==> src/rtl/core/fpsb_pkg.sv <==
// ----------------------------------------------------------------------------
// fpsb_pkg
// shared types and constants of the binned power spectrum core
// ----------------------------------------------------------------------------
package fpsb_pkg;

    localparam int CFG_W     = 24;
    localparam int CFG_IDX_W = 3;

    // register indexes
    localparam logic [CFG_IDX_W-1:0] CFG_GRID_SIZE  = 3'd0;
    localparam logic [CFG_IDX_W-1:0] CFG_BIN_ORIGIN = 3'd1;
    localparam logic [CFG_IDX_W-1:0] CFG_INV_WIDTH  = 3'd2;
    localparam logic [CFG_IDX_W-1:0] CFG_NUM_BINS   = 3'd3;
    localparam logic [CFG_IDX_W-1:0] CFG_CORR_ON    = 3'd4;

    localparam logic [19:0]  UNITY_Q16  = 20'h10000;
    localparam logic [29:0]  COUNT_MAX  = 30'h3FFF_FFFF;
    localparam logic [47:0]  KSUM_MAX   = 48'hFFFF_FFFF_FFFF;
    localparam logic [63:0]  PSUM_MAX   = 64'hFFFF_FFFF_FFFF_FFFF;
    localparam logic [18:0]  MEANK_MAX  = 19'h7FFFF;

    typedef enum logic [1:0] {
        REQ_CLEAR = 2'd0,
        REQ_ACCUM = 2'd1,
        REQ_READ  = 2'd2,
        REQ_TABLE = 2'd3
    } t_req;

    typedef struct packed {
        t_req               req_type;
        logic [9:0]         index_x;
        logic [9:0]         index_y;
        logic [9:0]         index_z;
        logic signed [23:0] real_part;
        logic signed [23:0] imag_part;
        logic [7:0]         bin_select;
        logic [19:0]        table_entry;
    } t_item;

    typedef struct packed {
        logic  valid;
        t_item item;
    } t_q2b;

    typedef struct packed {
        logic [10:0] grid_size;
        logic [18:0] bin_origin;
        logic [23:0] inverse_bin_width;
        logic [8:0]  num_bins;
        logic        correction_on;
    } t_cfg;

    // one bin entry: count, k sum, power sum
    typedef struct packed {
        logic [29:0] count;
        logic [47:0] ksum;
        logic [63:0] psum;
    } t_bin;

endpackage

==> src/rtl/core/fpsb_front.sv <==
// ----------------------------------------------------------------------------
// fpsb_front
// command intake: two-word queue in front of the execution sequencer
// ----------------------------------------------------------------------------
module fpsb_front import fpsb_pkg::*; (
    input  logic  i_clk,
    input  logic  i_rst_n,
    input  logic  i_start,
    input  t_item i_item,
    input  logic  i_hold,
    input  logic  i_pop,
    output logic  o_busy,
    output t_q2b  o_head
);

    t_item      r_mem [2];
    logic       r_wp, r_rp;
    logic [1:0] r_cnt;
    logic       w_push, w_pop;

    assign o_busy = i_hold || (r_cnt == 2'd2);
    assign w_push = i_start && !o_busy;
    assign w_pop  = i_pop && (r_cnt != 2'd0);

    assign o_head.valid = (r_cnt != 2'd0);
    assign o_head.item  = r_mem[r_rp];

    always_ff @(posedge i_clk) begin
        if (!i_rst_n) begin
            r_wp  <= 1'b0;
            r_rp  <= 1'b0;
            r_cnt <= 2'd0;
        end else begin
            if (w_push) r_wp <= ~r_wp;
            if (w_pop)  r_rp <= ~r_rp;
            case ({w_push, w_pop})
                2'b10:   r_cnt <= r_cnt + 2'd1;
                2'b01:   r_cnt <= r_cnt - 2'd1;
                default: r_cnt <= r_cnt;
            endcase
        end
    end

    always_ff @(posedge i_clk) begin
        if (w_push) r_mem[r_wp] <= i_item;
    end

endmodule

==> config.mk <==
export PLATFORM = sky130hd
export DESIGN_NAME = fpsb_front
export DESIGN_NICKNAME = d
export VERILOG_FILES = /design/src/rtl/core/fpsb_pkg.sv /design/src/rtl/core/fpsb_front.sv
export SDC_FILE = /design/constraint.sdc
export NUM_CORES = 1
export LEC_CHECK = 0
export ABC_CLOCK_PERIOD_IN_PS = 8400
export BUFFER_PORTS_ARGS = -buffer_cell sky130_fd_sc_hd__buf_4
export CORE_MARGIN = 2
export CORE_UTILIZATION = 41
export CTS_CLUSTER_DIAMETER = 60
export DETAILED_ROUTE_END_ITERATION = 8
export MAX_ROUTING_LAYER = met4
export PLACE_DENSITY = 0.65
export SYNTH_ARGS = -nofsm -noshare
export SYNTH_HDL_FRONTEND = slang
export SYNTH_SLANG_ARGS = --single-unit
export TNS_END_PERCENT = 30
==> constraint.sdc <==
create_clock -name i_clk -period 8.4 [get_ports i_clk]
set_clock_uncertainty 0.05 [all_clocks]
set_input_delay 0 -clock i_clk [delete_from_list [all_inputs] [get_ports i_clk]]
set_output_delay 0 -clock i_clk [all_outputs]
set_load 0.01 [all_outputs]
==> impl_metrics.yaml <==
worst_setup_path:
  worstSetupStartpointType: "flip-flop"
  path_max_fanout: 76
  arrival_ns: 3.11
  reg2reg_slack_ns: 5.35
  required_ns: 8.46
  criticalPathCategory: "flip-flop to flip-flop"
  end_kind: "flip-flop"
cts:
  clock_latency_ns: 0.49
  hold_buffers: 111
  cts_root_buf: "clkbuf_16"
  postCtsResizedCells: 0
  cts_tree: "yes"
  path_clk_slew_ns: 0.06
  ctsLongestPathBuffers: 3
  htreeDepth: 1
  post_cts_buffers: 0
  cts_buffers: 23
  cts_num_sinks: 221
floorplan:
  die_h_um: 144
  fp.dieW_um: 144
  die_area_um2: 20700
  fp.coreArea_um2: 19300
  num_rows: 51
  initial_utilization_pct: 41.5
  io_pins: 223
global_routing:
  antenna_found_initial: 0
  grt_max_degree: 81
  grtUsageMet1_pct: 18.2
  grt_pass1_wl_mm: 24.5
  met3_usage_pct: 3.47
  grt_overflow: 0
  grt_use_met2_pct: 27.9
  grt_pass1_vias: 4886
  grt_usage_pct: 15.8
  top_usage_layer: "met2"
placement:
  gp_congestion: 0.738
  dpl.hpwl_mm: 9.97
  pre_cts_slack_ns: 5.27
  portBuffers: 222
routing:
  antenna_left: 0
  dr.pass1.iters: 4
  drtIter0Drc: 179
  routed_wl_mm: 16.7
  wl_per_cell_um: 16.9
  vias_per_cell: 4.64
  vias: 4591
  drc: 0
synthesis:
  avgSynthCellArea_um2: 22.2
  yosysUniqueCellTypes: 21
  synth-seq-cells: 221
  syn_area_um2: 8020
  synth-seq-area-share_pct: 82.1
  yosys_warnings: 0
  synth_fp_nets: 476
  netlist_instances: 362
pwr:
  power_density_nw_per_um2: 254
  vdd.ir_drop.worst_mv: 0.185
  p_leak_nw: 4.35
sta:
  period_share_pct: 36.3
  worst_pin_slew_ns: 1.09
  setup_slack_ns: 5.35
  slew-limit-headroom_pct: 27.6
  rsz0062_at_grt: "no"
  setup_viol: 0
  final_hold_viol_count: 0
  slew_violations: 0
  fin_crit_ns: 3.05
  fmax_mhz: 328
  finalSetupTns_ns: 0
finish:
  final_nets: 825
  drive_gt1_share_pct: 50.3
  area_growth_pct: 46.9
  antenna_cells: 0
min_path:
  hold_path.class: "primary input to flip-flop"
run:
  maxCapViolations: 0
status:
  status: "complete, no violations"
## worst paths after layout
| path | startpoint | endpoint | cells after the start |
|---|---|---|---|
| max | r_cnt[0] | r_mem[1][92] | 4 |
| min | i_start | r_wp | 3 |
| max reg2reg | r_cnt[0] | r_mem[1][92] | 4 |
| min reg2reg | r_wp | r_wp | 2 |
## critical path, stage by stage (launching register included)
cell and delay, ns:
dfxtp_1 0.42, nand2b_1 0.15, nand3b_1 0.26, nor2_4 0.81
buf_4 0.94
## power breakdown
group | total, mW | internal, mW | switching [mW]
sequential | 1.34 | 1.30 | 0.0399
clock | 0.936 | 0.562 | 0.374
combinational | 0.721 | 0.406 | 0.315
## sequential cells by signal, indices dropped and copies added, names as in the netlist, named ones only
signal	flops
r_cnt	2
r_wp	1
r_mem	216
r_rp	1
## through the flow
stage / utilization, % / hold WS, ns / total power [mW] / instance area (um^2) / cells
4_1_cts: 60.9 / 0.0103 / 3.03 / 11800 / 989
6_report: 60.9 / 0.0145 / 3.00 / 11800 / 989
5_1_grt: 60.9 / 0.0260 / 3.12 / 11800 / 989
2_1_floorplan: - / 0.0489 / 1.74 / 8020 / 362
3_5_place_dp: 51.6 / 0.138 / 2.04 / 9980 / 840
3_3_place_gp: 51.6 / 0.135 / 2.03 / 9980 / 840
## synth_stat cells
| master | count | share of area, % |
|---|---|---|
| or2_2 | 1 | 0.078 |
| buf_6 | 3 | 0.42 |
| nand3b_1 | 1 | 0.094 |
| edfxtp_1 | 216 | 81 |
| buf_2 | 9 | 0.56 |
| mux2_2 | 107 | 15 |
| a21boi_1 | 1 | 0.094 |
| o21a_1 | 1 | 0.094 |
| inv_1 | 1 | 0.047 |
| nand2b_1 | 2 | 0.16 |
| nor2_1 | 2 | 0.094 |
| ha_1 | 1 | 0.16 |
| xnor2_1 | 3 | 0.33 |
| mux2i_1 | 1 | 0.12 |
| o21ai_0 | 1 | 0.062 |
| nor2b_1 | 2 | 0.16 |
| or3_1 | 1 | 0.078 |
| mux2_1 | 1 | 0.14 |
| dfxtp_1 | 5 | 1.2 |
| nand2_1 | 2 | 0.094 |
| and2_1 | 1 | 0.078 |
## kinds of logic (layout without fill, tap and decap cells)
group | after synthesis | in the layout | synth area share [%]
xor gates and xnor gates | 3 | 3 | 0.328
AOI/OAI and AO/OA | 3 | 3 | 0.250
DFF | 221 | 221 | 82.1
buffers and inverters | 13 | 375 | 1.03
adders and majority gates | 1 | 1 | 0.156
muxes | 109 | 109 | 15.3
and+or+nand+nor | 12 | 12 | 0.827
## area by class of cell
class / instances / area (um^2)
Sequential cell: 221 / 6590
Clock buffer: 31 / 606
Tap cell: 265 / 332
Clock inverter: 7 / 82.6
Fill cell: 1413 / 7550
Inverter: 1 / 3.75
Multi-Input combinational cell: 128 / 1370
Timing Repair Buffer: 336 / 2800
## layer usage
| metal | part of all wire [%] | up-vias |
|---|---|---|
| li1 | - | 2128 |
| met1 | 41 | 2266 |
| met2 | 51 | 165 |
| met3 | 6.5 | 32 |
| met4 | 1.7 | 0 |
| met5 | 0 | - |
## cells in the final DEF (no fill, tap or decap), types with 2 or more instances in the layout
cell / instances
nand2b_1: 2
nand2_1: 2
nor2_4: 2
nor2b_1: 2
dlygate4sd3_1: 111
clkinv_2: 3
clkbuf_16: 23
mux2_2: 107
buf_4: 225
bufinv_16: 2
clkinv_1: 2
xnor2_1: 3
clkbuf_1: 8
edfxtp_1: 216
dfxtp_1: 4
Power figures use the tool's default switching activity.
